$ cat config.mk
export PLATFORM = sky130hd
export DESIGN_NAME = generational_slot_table
export DESIGN_NICKNAME = d
export VERILOG_FILES = /design/src/gst_pkg.sv /design/src/gst_ctrl.sv /design/src/gst_dp.sv /design/src/generational_slot_table.sv
export VERILOG_INCLUDE_DIRS = /design/src /design/src/src
export SDC_FILE = /design/constraint.sdc
export NUM_CORES = 2
export LEC_CHECK = 0
export BUFFER_PORTS_ARGS = -buffer_cell sky130_fd_sc_hd__clkbuf_2
export CAP_MARGIN = 25
export CORE_UTILIZATION = 35
export DETAILED_ROUTE_END_ITERATION = 16
export PLACE_DENSITY = 0.52
export SETUP_SLACK_MARGIN = 0.1
export SLEW_MARGIN = 20
export SYNTH_ARGS = -nofsm -noshare
export SYNTH_HDL_FRONTEND = slang
export SYNTH_HIERARCHICAL = 1
export SYNTH_SLANG_ARGS = --single-unit
export TNS_END_PERCENT = 30
$ cat constraint.sdc
create_clock -name clk -period 8.1 [get_ports clk]
set_clock_uncertainty 0.1 [all_clocks]
set_input_delay 0.81 -clock clk [delete_from_list [all_inputs] [get_ports clk]]
set_output_delay 0.81 -clock clk [all_outputs]
set_load 0.1 [all_outputs]
$ cat src/assert_macros.svh
// assertion macros used by the slot table datapath
// expects clk and arst_n in the scope of each use
`ifndef ASSERT_MACROS_SVH
`define ASSERT_MACROS_SVH

// expression holds at every clock edge out of reset
`define ASSERT_ALWAYS(label, expr, msg) \
	label: assert property (@(posedge clk) disable iff (!arst_n) (expr)) else $error(msg);

// consequent holds in the cycle of the antecedent
`define ASSERT_IMPLIES(label, ante, cons, msg) \
	label: assert property (@(posedge clk) disable iff (!arst_n) (ante) |-> (cons)) \
		else $error(msg);

`endif

$ cat src/gst_pkg.sv
// types and constants of the generational slot table
// no dependencies
`timescale 1ns / 1ps
`default_nettype none

package gst_pkg;

	localparam int KIND_W      = 3;
	localparam int KEY_W       = 32;
	localparam int HANDLE_W    = 32;
	localparam int ID_W        = 16;
	localparam int VER_W       = 16;
	localparam int COUNT_W     = 6;
	localparam int MAX_RESULTS = 32;
	localparam int FREED_W     = $clog2(MAX_RESULTS + 1);

	typedef enum logic [KIND_W-1:0] {
		KIND_ALLOC       = 3'd0,
		KIND_RELEASE     = 3'd1,
		KIND_LOOKUP_H    = 3'd2,
		KIND_LOOKUP_K    = 3'd3,
		KIND_RELEASE_ALL = 3'd4
	} kind_t;

	typedef struct packed {
		logic load;
		logic rd;
		logic exec;
	} gst_cmd_t;

	typedef struct packed {
		logic emit;
		logic done;
		logic out_free;
	} gst_sts_t;

endpackage

`default_nettype wire

$ cat src/gst_ctrl.sv
// controller of the slot table: sequences request load, slot read and execute
// depends on gst_pkg
`timescale 1ns / 1ps
`default_nettype none

module gst_ctrl import gst_pkg::*; (
	input  wire logic     clk,
	input  wire logic     arst_n,
	input  wire logic     in_valid,
	output logic          in_ready,
	input  wire gst_sts_t sts,
	output gst_cmd_t      cmd
);

	typedef enum logic [1:0] {
		ST_IDLE,
		ST_READ,
		ST_EXEC
	} state_t;

	state_t state_q;
	logic   in_ready_q;
	logic   fire;

	always_comb begin
		fire     = (state_q == ST_EXEC) && (sts.out_free || !sts.emit);
		cmd.load = in_valid && in_ready_q;
		cmd.rd   = (state_q == ST_READ);
		cmd.exec = fire;
	end

	assign in_ready = in_ready_q;

	always_ff @(posedge clk or negedge arst_n) begin
		if (!arst_n) begin
			state_q    <= ST_IDLE;
			in_ready_q <= 1'b1;
		end else begin
			case (state_q)
				ST_IDLE: begin
					if (in_valid && in_ready_q) begin
						state_q    <= ST_READ;
						in_ready_q <= 1'b0;
					end
				end
				ST_READ: begin
					state_q <= ST_EXEC;
				end
				ST_EXEC: begin
					if (fire) begin
						if (sts.done) begin
							state_q    <= ST_IDLE;
							in_ready_q <= 1'b1;
						end else begin
							state_q <= ST_READ;
						end
					end
				end
				default: begin
					state_q    <= ST_IDLE;
					in_ready_q <= 1'b1;
				end
			endcase
		end
	end

endmodule

`default_nettype wire

$ cat src/gst_dp.sv
// datapath of the slot table: use bits, version and key memories, count, result register
// depends on gst_pkg and assert_macros.svh
`timescale 1ns / 1ps
`default_nettype none

`include "assert_macros.svh"

module gst_dp import gst_pkg::*; #(
	parameter int SLOT_COUNT = 32
) (
	input  wire logic                clk,
	input  wire logic                arst_n,
	input  wire logic [KIND_W-1:0]   kind,
	input  wire logic [KEY_W-1:0]    key,
	input  wire logic [HANDLE_W-1:0] handle,
	input  wire gst_cmd_t            cmd,
	output gst_sts_t                 sts,
	output logic                     out_valid,
	input  wire logic                out_ready,
	output logic                     status,
	output logic [HANDLE_W-1:0]      handle_out,
	output logic [KEY_W-1:0]         key_out,
	output logic [COUNT_W-1:0]       used_count,
	output logic                     last
);

	localparam int IDX_W = (SLOT_COUNT > 1) ? $clog2(SLOT_COUNT) : 1;

	kind_t                 kind_q;
	logic [KEY_W-1:0]      key_q;
	logic [HANDLE_W-1:0]   handle_q;

	logic [SLOT_COUNT-1:0] in_use_q;
	logic [SLOT_COUNT-1:0] ver_vld_q;
	logic [VER_W-1:0]      ver_mem [SLOT_COUNT];
	logic [KEY_W-1:0]      key_mem [SLOT_COUNT];

	logic [IDX_W-1:0]      addr_q;
	logic [VER_W-1:0]      ver_rd_q;
	logic [KEY_W-1:0]      key_rd_q;
	logic                  vvld_q;
	logic [IDX_W-1:0]      scan_q;
	logic [FREED_W-1:0]    freed_q;
	logic [COUNT_W-1:0]    count_q;
	logic                  out_valid_q;

	logic [IDX_W-1:0]      free_idx;
	logic [IDX_W-1:0]      used_idx;
	logic [IDX_W-1:0]      addr_sel;
	logic [VER_W-1:0]      ver_cur;
	logic [VER_W-1:0]      ver_inc;
	logic [VER_W-1:0]      ver_new;
	logic                  id_ok;
	logic                  hit;
	logic                  key_hit;
	logic                  full;
	logic                  any_used;
	logic                  only_one;
	logic                  at_end;
	logic [HANDLE_W-1:0]   handle_cur;

	logic                  emit;
	logic                  done;
	logic                  ok;
	logic [HANDLE_W-1:0]   res_h;
	logic [KEY_W-1:0]      res_k;
	logic                  res_last;
	logic                  set_use;
	logic                  clr_use;
	logic                  scan_adv;
	logic [COUNT_W-1:0]    count_nx;

	// lowest free and lowest used slot
	always_comb begin
		free_idx = '0;
		used_idx = '0;
		for (int i = SLOT_COUNT - 1; i >= 0; i--) begin
			if (!in_use_q[i]) free_idx = IDX_W'(i);
			if (in_use_q[i])  used_idx = IDX_W'(i);
		end
	end

	always_comb begin
		case (kind_q)
			KIND_ALLOC:    addr_sel = free_idx;
			KIND_RELEASE:  addr_sel = handle_q[IDX_W-1:0];
			KIND_LOOKUP_H: addr_sel = handle_q[IDX_W-1:0];
			KIND_LOOKUP_K: addr_sel = scan_q;
			default:       addr_sel = used_idx;
		endcase
	end

	always_comb begin
		ver_cur    = vvld_q ? ver_rd_q : '0;
		ver_inc    = ver_cur + VER_W'(1);
		ver_new    = (ver_inc == '0) ? VER_W'(1) : ver_inc;
		id_ok      = handle_q[ID_W-1:0] < ID_W'(SLOT_COUNT);
		hit        = id_ok && in_use_q[addr_q] && (ver_cur == handle_q[HANDLE_W-1:ID_W]);
		key_hit    = in_use_q[addr_q] && (key_rd_q == key_q);
		full       = &in_use_q;
		any_used   = |in_use_q;
		only_one   = (in_use_q & (in_use_q - SLOT_COUNT'(1))) == '0;
		at_end     = (scan_q == IDX_W'(SLOT_COUNT - 1));
		handle_cur = {ver_cur, ID_W'(addr_q)};
	end

	// action for the slot read in the previous step
	always_comb begin
		emit     = 1'b1;
		done     = 1'b1;
		ok       = 1'b0;
		res_h    = '0;
		res_k    = '0;
		res_last = 1'b1;
		set_use  = 1'b0;
		clr_use  = 1'b0;
		scan_adv = 1'b0;
		case (kind_q)
			KIND_ALLOC: begin
				if (!full) begin
					ok      = 1'b1;
					set_use = 1'b1;
					res_h   = {ver_new, ID_W'(addr_q)};
					res_k   = key_q;
				end
			end
			KIND_RELEASE: begin
				if (hit) begin
					ok      = 1'b1;
					clr_use = 1'b1;
					res_h   = handle_cur;
					res_k   = key_rd_q;
				end
			end
			KIND_LOOKUP_H: begin
				if (hit) begin
					ok    = 1'b1;
					res_h = handle_cur;
					res_k = key_rd_q;
				end
			end
			KIND_LOOKUP_K: begin
				if (key_hit) begin
					ok    = 1'b1;
					res_h = handle_cur;
					res_k = key_q;
				end else if (!at_end) begin
					emit     = 1'b0;
					done     = 1'b0;
					scan_adv = 1'b1;
				end
			end
			KIND_RELEASE_ALL: begin
				if (any_used) begin
					ok       = 1'b1;
					clr_use  = 1'b1;
					res_h    = handle_cur;
					res_k    = key_rd_q;
					res_last = only_one || (freed_q == FREED_W'(MAX_RESULTS - 1));
					done     = res_last;
				end else begin
					emit = 1'b0;
				end
			end
			default: begin
				ok = 1'b0;
			end
		endcase
		if (set_use)      count_nx = count_q + COUNT_W'(1);
		else if (clr_use) count_nx = count_q - COUNT_W'(1);
		else              count_nx = count_q;
	end

	always_comb begin
		sts.emit     = emit;
		sts.done     = done;
		sts.out_free = !out_valid_q || out_ready;
	end

	// request and slot read registers, version and key memory writes
	always_ff @(posedge clk) begin
		if (cmd.load) begin
			kind_q   <= kind_t'(kind);
			key_q    <= key;
			handle_q <= handle;
		end
		if (cmd.rd) begin
			addr_q   <= addr_sel;
			ver_rd_q <= ver_mem[addr_sel];
			key_rd_q <= key_mem[addr_sel];
			vvld_q   <= ver_vld_q[addr_sel];
		end
		if (cmd.exec && set_use) begin
			ver_mem[addr_q] <= ver_new;
			key_mem[addr_q] <= key_q;
		end
	end

	always_ff @(posedge clk or negedge arst_n) begin
		if (!arst_n) begin
			in_use_q  <= '0;
			ver_vld_q <= '0;
			count_q   <= '0;
			scan_q    <= '0;
			freed_q   <= '0;
		end else begin
			if (cmd.load) begin
				scan_q  <= '0;
				freed_q <= '0;
			end
			if (cmd.exec) begin
				if (set_use) begin
					in_use_q[addr_q]  <= 1'b1;
					ver_vld_q[addr_q] <= 1'b1;
				end
				if (clr_use) begin
					in_use_q[addr_q] <= 1'b0;
				end
				if (clr_use && (kind_q == KIND_RELEASE_ALL)) begin
					freed_q <= freed_q + FREED_W'(1);
				end
				if (scan_adv) begin
					scan_q <= scan_q + IDX_W'(1);
				end
				count_q <= count_nx;
			end
		end
	end

	// result register
	always_ff @(posedge clk or negedge arst_n) begin
		if (!arst_n) begin
			out_valid_q <= 1'b0;
		end else if (cmd.exec && emit) begin
			out_valid_q <= 1'b1;
		end else if (out_ready) begin
			out_valid_q <= 1'b0;
		end
	end

	always_ff @(posedge clk) begin
		if (cmd.exec && emit) begin
			status     <= !ok;
			handle_out <= res_h;
			key_out    <= res_k;
			used_count <= count_nx;
			last       <= res_last;
		end
	end

	assign out_valid = out_valid_q;

	`ASSERT_ALWAYS(a_count_matches_use, count_q == COUNT_W'($countones(in_use_q)), "used count out of step with use bits")
	`ASSERT_IMPLIES(a_no_result_overwrite, cmd.exec && emit, !out_valid_q || out_ready, "result overwritten before taken")
	`ASSERT_ALWAYS(a_freed_capped, freed_q <= FREED_W'(MAX_RESULTS), "release all freed too many slots")

endmodule

`default_nettype wire

$ cat src/generational_slot_table.sv
// channel | handshake          | payload
// in      | in_valid/in_ready  | kind, key, handle
// out     | out_valid/out_ready| status, handle_out, key_out, used_count, last
//
// allocate, release and handle lookup go through accept, slot read and execute
// key lookup checks slots from 0 up, one per read and execute step, until a hit
// release all frees one slot per read and execute step, lowest used slot first
// reset clears all use bits and the count at once; no clearing pass
// a waiting result holds the execute step until out_ready takes it
// top level: controller and datapath; depends on gst_pkg, gst_ctrl and gst_dp
`timescale 1ns / 1ps
`default_nettype none

module generational_slot_table import gst_pkg::*; #(
	parameter int SLOT_COUNT = 32
) (
	input  wire logic                clk,
	input  wire logic                arst_n,
	input  wire logic                in_valid,
	output logic                     in_ready,
	input  wire logic [KIND_W-1:0]   kind,
	input  wire logic [KEY_W-1:0]    key,
	input  wire logic [HANDLE_W-1:0] handle,
	output logic                     out_valid,
	input  wire logic                out_ready,
	output logic                     status,
	output logic [HANDLE_W-1:0]      handle_out,
	output logic [KEY_W-1:0]         key_out,
	output logic [COUNT_W-1:0]       used_count,
	output logic                     last
);

	gst_cmd_t cmd;
	gst_sts_t sts;

	gst_ctrl u_ctrl (
		.clk      (clk),
		.arst_n   (arst_n),
		.in_valid (in_valid),
		.in_ready (in_ready),
		.sts      (sts),
		.cmd      (cmd)
	);

	gst_dp #(
		.SLOT_COUNT (SLOT_COUNT)
	) u_dp (
		.clk        (clk),
		.arst_n     (arst_n),
		.kind       (kind),
		.key        (key),
		.handle     (handle),
		.cmd        (cmd),
		.sts        (sts),
		.out_valid  (out_valid),
		.out_ready  (out_ready),
		.status     (status),
		.handle_out (handle_out),
		.key_out    (key_out),
		.used_count (used_count),
		.last       (last)
	);

endmodule

`default_nettype wire

After elaboration in Yosys (flattened, before gate mapping)
Memories as Yosys holds them, arrays and structs flattened. A register that Yosys moved wholly into a read port is not among the register bits.
Index checks and enable logic that the tools add are counted.
{"block": "word_totals", "reg_bits": 230, "ram_bits": 1536, "inputBits": 71, "out_inout_bits": 74, "elab_cells": 196, "n_memories": 2}
{"block": "op_classes", "n_addsub": 6, "magnitude_cmp": 4, "eq_ne": 13, "mux": 121, "bitwise_logic": 6, "reduce_logical": 26}
{"memory": "u_dp.key_mem", "depth": 32, "width": 32, "read_ports": 1, "rd_clocked_by_memory_dff": 1, "write_ports": 1, "line_no": "gst_dp.sv:36", "rtl": "logic [KEY_W-1:0] key_mem [SLOT_COUNT];"}
{"memory": "u_dp.ver_mem", "depth": 32, "width": 16, "read_ports": 1, "rd_clocked_by_memory_dff": 1, "write_ports": 1, "line_no": "gst_dp.sv:35", "rtl": "logic [VER_W-1:0] ver_mem [SLOT_COUNT];"}
{"cell": "32-bit two-way mux", "count": 11}
{"cell": "5-bit two-way mux", "count": 67}
{"cell": "32-bit one-hot mux with 4 select lines", "count": 2}
{"cell": "32-bit AND", "count": 2}
{"cell": "32-bit OR", "count": 2}
{"cell": "32-bit equality test", "count": 1}
{"cell": "32-bit logical NOT", "count": 1}
{"cell": "16-bit two-way mux", "count": 2}
{"cell": "32-bit inverter", "count": 1}
{"cell": "32-bit AND reduction", "count": 1}
{"cell": "32-bit OR reduction", "count": 1}
{"cell": "32-bit by 1-bit subtractor with 32-bit output (second input constant)", "count": 1}
{"cell": "6-bit two-way mux", "count": 5}
{"cell": "1-bit two-way mux", "count": 22}
{"cell": "16-bit by 1-bit adder with 16-bit output (second input constant)", "count": 1}
{"cell": "16-bit equality test", "count": 1}
{"cell": "16-bit logical NOT", "count": 1}
{"cell": "16-bit by 6-bit less-than comparator with 1-bit output (second input constant)", "count": 1}
{"cell": "5-bit one-hot mux with 3 select lines", "count": 1}
{"cell": "6-bit by 1-bit adder with 6-bit output (second input constant)", "count": 2}
{"cell": "5-bit by 6-bit less-than comparator with 1-bit output (second input constant)", "count": 2}
{"cell": "1-bit binary-select mux with 5-bit select", "count": 2}
{"cell": "1-bit logical AND", "count": 9}
{"cell": "3-bit by 2-bit equality test with 1-bit output (second input constant)", "count": 2}
{"cell": "other kinds (26)", "count": 35}

Depth between registers and ports, before layout
{"block": "logic_depth", "ltp_word": 35, "depth_mapped": 17, "ltp_nobuf": 13}

Modules after synthesis
The synthesis kept the hierarchy.
{"module": "gst_dp", "n_inst": 1, "cells_each": 4981, "area_per_inst_um2": 71863.9, "seq_area_each_um2": 53641.4}
{"module": "gst_ctrl", "n_inst": 1, "cells_each": 17, "area_per_inst_um2": 187.7, "seq_area_each_um2": 76.3}

Worst setup path after synthesis
Ideal clock, no wire load.
{"block": "synth_timing", "kind": "register to register", "from": "reg u_dp.addr_q[1]", "to": "mem u_dp.key_mem[11][0] (enable)", "setup_time_ps": 456, "arrival_time_ps": 5156, "t_required_ps": 7544, "setup_slack_ps": 2387, "stages_incl_launch_ff": 16, "n_path_buf": 5, "synth_period_minus_slack_ps": 5713, "path_cell_list": "edfxtp_1 > buf_2 > buf_2 > mux4_2 > o22ai_1 > nor4_1 > and3_1 > nor3_1 > a31oi_1 > buf_4 > nand2b_4 > nor2b_1 > buf_4 > buf_1 > nand4_1 > nor2_1"}
{"block": "synth_between", "elab_chain_cells": 11}
{"element": "start, declared", "line_no": "gst_dp.sv:38", "rtl": "logic [IDX_W-1:0] addr_q;"}
{"element": "start signal, assigned", "line_no": "gst_dp.sv:188", "rtl": "addr_q <= addr_sel;"}
{"element": "1-bit binary-select mux with 5-bit select", "line_no": "gst_dp.sv:99", "rtl": "key_hit = in_use_q[addr_q] && (key_rd_q == key_q);"}
{"element": "1-bit two-way mux (implied by the code)", "line_no": "gst_dp.sv:99"}
{"element": "1-bit logical AND", "line_no": "gst_dp.sv:99"}
{"element": "1-bit two-way mux", "line_no": "gst_dp.sv:143", "rtl": "if (key_hit) begin"}
{"element": "1-bit one-hot mux with 2 select lines", "line_no": "gst_dp.sv:118", "rtl": "case (kind_q)"}
{"element": "via u_dp.emit", "line_no": "gst_dp.sv:62", "rtl": "logic emit;"}
{"element": "1-bit logical NOT", "line_no": "gst_ctrl.sv:26", "rtl": "fire = (state_q == ST_EXEC) && (sts.out_free || !sts.emit);"}
{"element": "1-bit logical OR", "line_no": "gst_ctrl.sv:26"}
{"element": "1-bit logical AND", "line_no": "gst_ctrl.sv:26"}
{"element": "via u_ctrl.fire", "line_no": "gst_ctrl.sv:23", "rtl": "logic fire;"}
{"element": "1-bit logical AND", "line_no": "gst_dp.sv:193", "rtl": "if (cmd.exec && set_use) begin"}
{"element": "1-bit two-way mux", "line_no": "gst_dp.sv:193"}
{"element": "1-bit two-way mux (implied by the code)", "line_no": "gst_dp.sv:195", "rtl": "key_mem[addr_q] <= key_q;"}
{"element": "end, declared", "line_no": "gst_dp.sv:36"}
The timed path passes the listed nets, and every way through them passes these cells. The select of a mux whose other input is x is not followed.

==> results.cfg <==
[clock_tree]
tritoncts = yes
cts.clk_slew.worst_paths_ns = 0.06
clock_sinks = 1803
cts_setup_buffers = 0
clock-root-buffer = sky130_fd_sc_hd__clkbuf_16
clk_path_buf_depth = 3
cts_htree_levels = 4
cts-buffers-inserted = 183
worstSkewPairLatency_ns = 0.83

[synthesis]
synth-async-reset-ratio_pct = 4.71
synth.ff_latch_count = 1803
ys_types = 88
synthesized_area_per_cell_um2 = 14.4
netlist_area_mm2 = 0.0721
ys_dominant_reg_cell = sky130_fd_sc_hd__edfxtp_1
synth_enable_flop_cells = 1718
count_of_mapped_cells_out_of_synthesis = 4998
share_of_the_yosys_chip_area_belonging_to_registers_pct = 74.6
yosys_warnings = 6

[timing]
final_max_slew_violation_count = 0
setup_viol_count_final = 0
fmax_mhz = 157
layout_worst_path_cycle_share_pct = 78.7
tightestPinTransition_ns = 1.07
relSlewSlack_pct = 27.1
timing.final.ws_setup_ns = 1.73
fin_crit_ns = 6.37
timing.final.hold_violations = 0
grt_setup_unrepaired = no
totalNegativeSetupSlack_ns = 0

[pwr]
fraction_of_power_spent_switching_nets_pct = 19.7
post-layout-total-power_mw = 18.8
power.sequential.fraction_pct = 53.6
share_clk_of_total_power_pct = 46.0
irDropWorstVdd_mv = 0.229
power_density_of_the_placed_cells_mw_per_mm2 = 227
internal_power_mw = 15.1
power.leakage_nw = 27.4
power_switching_mw = 3.69
combinationalPowerShare_pct = 0.3

[worst_setup_path]
cp_data_required_time_ns = 8.45
worst_setup_path_end_kind = flip-flop
worst_ep_arrival_time_ns = 6.72
ff2ff_path_depth = 12
start_kind = flip-flop
crit_type = flip-flop to flip-flop
maximum_net_fanout_on_the_critical_path = 34

[finish]
layout_common_cells = sky130_fd_sc_hd__edfxtp_1, sky130_fd_sc_hd__nand2_1, sky130_fd_sc_hd__a21oi_1
final_net_count = 5234
synthToLayoutAreaGrowth_pct = 14.8
stdcell_count = 8003
postLayoutCellArea_mm2 = 0.0827
drive_gt1_share_pct = 13.8
layout_fillers = 18600
layout_commonest_cell = sky130_fd_sc_hd__edfxtp_1

[routing]
totalWireLength_um = 220000
pre_repair_dr_iteration_count = 6
vias_per_cell = 5.48
avgRoutedWirePerCell_um = 27.5
drt_iter0_drc = 4715
dr_drc_count = 0
dr_total_vias = 43800
detail-route-antenna-nets = 0

[placement]
placedInstanceArea_mm2 = 0.0763
place.port_buffers = 133
dp_slack_ns = 1.54
detailed_place_hpwl_um = 119000
dp.cells = 7636
place.gp.congestion = 0.853

[worst_hold_path]
min-delay-path-class = input port to flip-flop
hold-path-cell-count = 1

[floorplan]
row_count = 166
die_area_mm2 = 0.208
dieHeight_um = 456
coreArea_mm2 = 0.205
initial_core_util_pct = 35.2
ios = 145
die_extent_in_x_um = 456

[run]
timing.max_cap.violations = 0

[global_routing]
globalRouteOverflowTotal = 0
antenna_found_initial = 10
number_of_global_route_vias_before_repair = 42000
grt_usage_pct = 20.8
pin_count_of_the_biggest_net_entering_global_routing = 119
grt_first_pass_wirelength_um = 313000

[status]
status = complete, no violations
path summary, 6_finish.rpt:
| check | from | to | slack, ns |
|---|---|---|---|
| worst min register to register | u_dp/ver_vld_q[24] | u_dp/ver_vld_q[24] | 0.37 |
| worst max-delay path | u_dp/addr_q[1] | u_dp/key_mem[4][23] | 1.73 |
| min in group asynchronous | arst_n | u_dp/freed_q[3] | 0.45 |
| worst max register to register | u_dp/addr_q[1] | u_dp/key_mem[4][23] | 1.73 |
| worst min-delay path | handle[9] | u_dp/handle_q[9] | 0.07 |
| max in group asynchronous | arst_n | u_dp/ver_vld_q[23] | 6.46 |
critical path, cell delays in order (launching register included):
cell and delay (ns):
sky130_fd_sc_hd__edfxtp_1 0.80, sky130_fd_sc_hd__mux4_2 0.58, sky130_fd_sc_hd__o22ai_1 0.23, sky130_fd_sc_hd__nor4_1 0.18, sky130_fd_sc_hd__and3_1 0.24, sky130_fd_sc_hd__nor3_1 0.43, sky130_fd_sc_hd__a31oi_1 0.16, sky130_fd_sc_hd__nand2b_4 0.16
sky130_fd_sc_hd__nor2b_1 0.32, sky130_fd_sc_hd__buf_4 0.30, sky130_fd_sc_hd__nand3_1 0.66, sky130_fd_sc_hd__nor2_4 0.92, sky130_fd_sc_hd__buf_4 0.82
registers in the layout, indices dropped and copies added, names as in the netlist, 2 cells and up:
signal,count
u_dp/ver_mem,512
u_dp/handle_q,32
u_dp/kind_q,3
u_dp/addr_q,5
u_dp/key_rd_q,32
u_dp/key_out,32
u_dp/used_count,6
u_dp/scan_q,5
u_dp/ver_vld_q,32
u_dp/in_use_q,32
u_dp/key_q,32
u_dp/ver_rd_q,16
u_dp/handle_out,21
u_dp/count_q,6
u_dp/freed_q,6
u_dp/key_mem,1024
u_ctrl/state_q,2
Yosys cell counts (34+ instances only):
cell type | instances | area, um2
sky130_fd_sc_hd__clkbuf_1 | 188 | 706
sky130_fd_sc_hd__mux2_2 | 54 | 608
sky130_fd_sc_hd__a21oi_1 | 461 | 2310
sky130_fd_sc_hd__o21ai_0 | 45 | 225
sky130_fd_sc_hd__nor3_1 | 159 | 796
sky130_fd_sc_hd__o211ai_1 | 53 | 398
sky130_fd_sc_hd__dfrtp_1 | 84 | 2100
sky130_fd_sc_hd__xnor2_1 | 55 | 482
sky130_fd_sc_hd__a32o_1 | 96 | 961
sky130_fd_sc_hd__buf_2 | 92 | 460
sky130_fd_sc_hd__a31oi_1 | 54 | 338
sky130_fd_sc_hd__o221ai_1 | 51 | 447
sky130_fd_sc_hd__edfxtp_1 | 1718 | 51600
sky130_fd_sc_hd__a211oi_1 | 51 | 383
sky130_fd_sc_hd__nand3_1 | 36 | 180
sky130_fd_sc_hd__mux2i_1 | 197 | 1970
sky130_fd_sc_hd__a22o_1 | 44 | 385
sky130_fd_sc_hd__or2_2 | 34 | 213
sky130_fd_sc_hd__nor2_1 | 88 | 330
sky130_fd_sc_hd__nand2_1 | 1029 | 3860
logic make-up (layout without fill, tap and decap cells):
group,Yosys count,count (layout),synth area share [%]
AND/OR/NAND/NOR,1547,1547,9.78
buffers and inverters,358,660,2.15
AO/OA/AOI/OAI,962,962,8.83
multiplexers,259,259,3.83
other,1,16,0.00520
flip-flops,1803,1803,74.6
adder cells (fa/ha/maj),7,7,0.118
XOR/XNOR,61,61,0.741
stage by stage:
stage	util [%]	hold WS (ns)
2_1_floorplan	-	0.327
3_3_place_gp	37.2	0.351
3_5_place_dp	37.3	0.353
4_1_cts	40.4	0.000511
5_1_grt	40.4	0.0222
6_report	40.4	0.0688
what timing repair did:
action	in CTS	in global routing
gates resized for setup	0	0
hold buffers	20	0
hold endpoints to repair	30	0
layout make-up:
| type | count | area (um2) | share of cell area [%] |
|---|---|---|---|
| Antenna cell | 5 | 12.5 | 0.0151 |
| Clock buffer | 223 | 4790 | 5.79 |
| Clock inverter | 115 | 1290 | 1.57 |
| Inverter | 29 | 125 | 0.151 |
| Multi-Input combinational cell | 2847 | 17300 | 20.9 |
| Sequential cell | 1803 | 53700 | 65.0 |
| Tap cell | 2688 | 3360 | 4.07 |
| Timing Repair Buffer | 293 | 2130 | 2.58 |
power by group through the flow:
| stage | Sequential (mW) | Clock [mW] | Combinational [mW] |
|---|---|---|---|
| 3_5_place_dp | 10.3 | 0 | 0.0587 |
| 3_3_place_gp | 10.3 | 0 | 0.0586 |
| 5_1_grt | 10.1 | 9.13 | 0.0700 |
| 4_1_cts | 10.1 | 8.79 | 0.0674 |
| 6_report | 10.1 | 8.64 | 0.0652 |
| 2_1_floorplan | 10.3 | 0 | 0.0264 |
routing by layer:
layer | track usage, % | up-vias | routed length [um]
met4 | 5.74 | 0 | 5450
met3 | 2.73 | 269 | 12700
met5 | 0 | - | 0
met2 | 34.6 | 1530 | 107000
li1 | - | 19300 | -
met1 | 28.6 | 22700 | 94700
(Power assumes the default switching activity.)
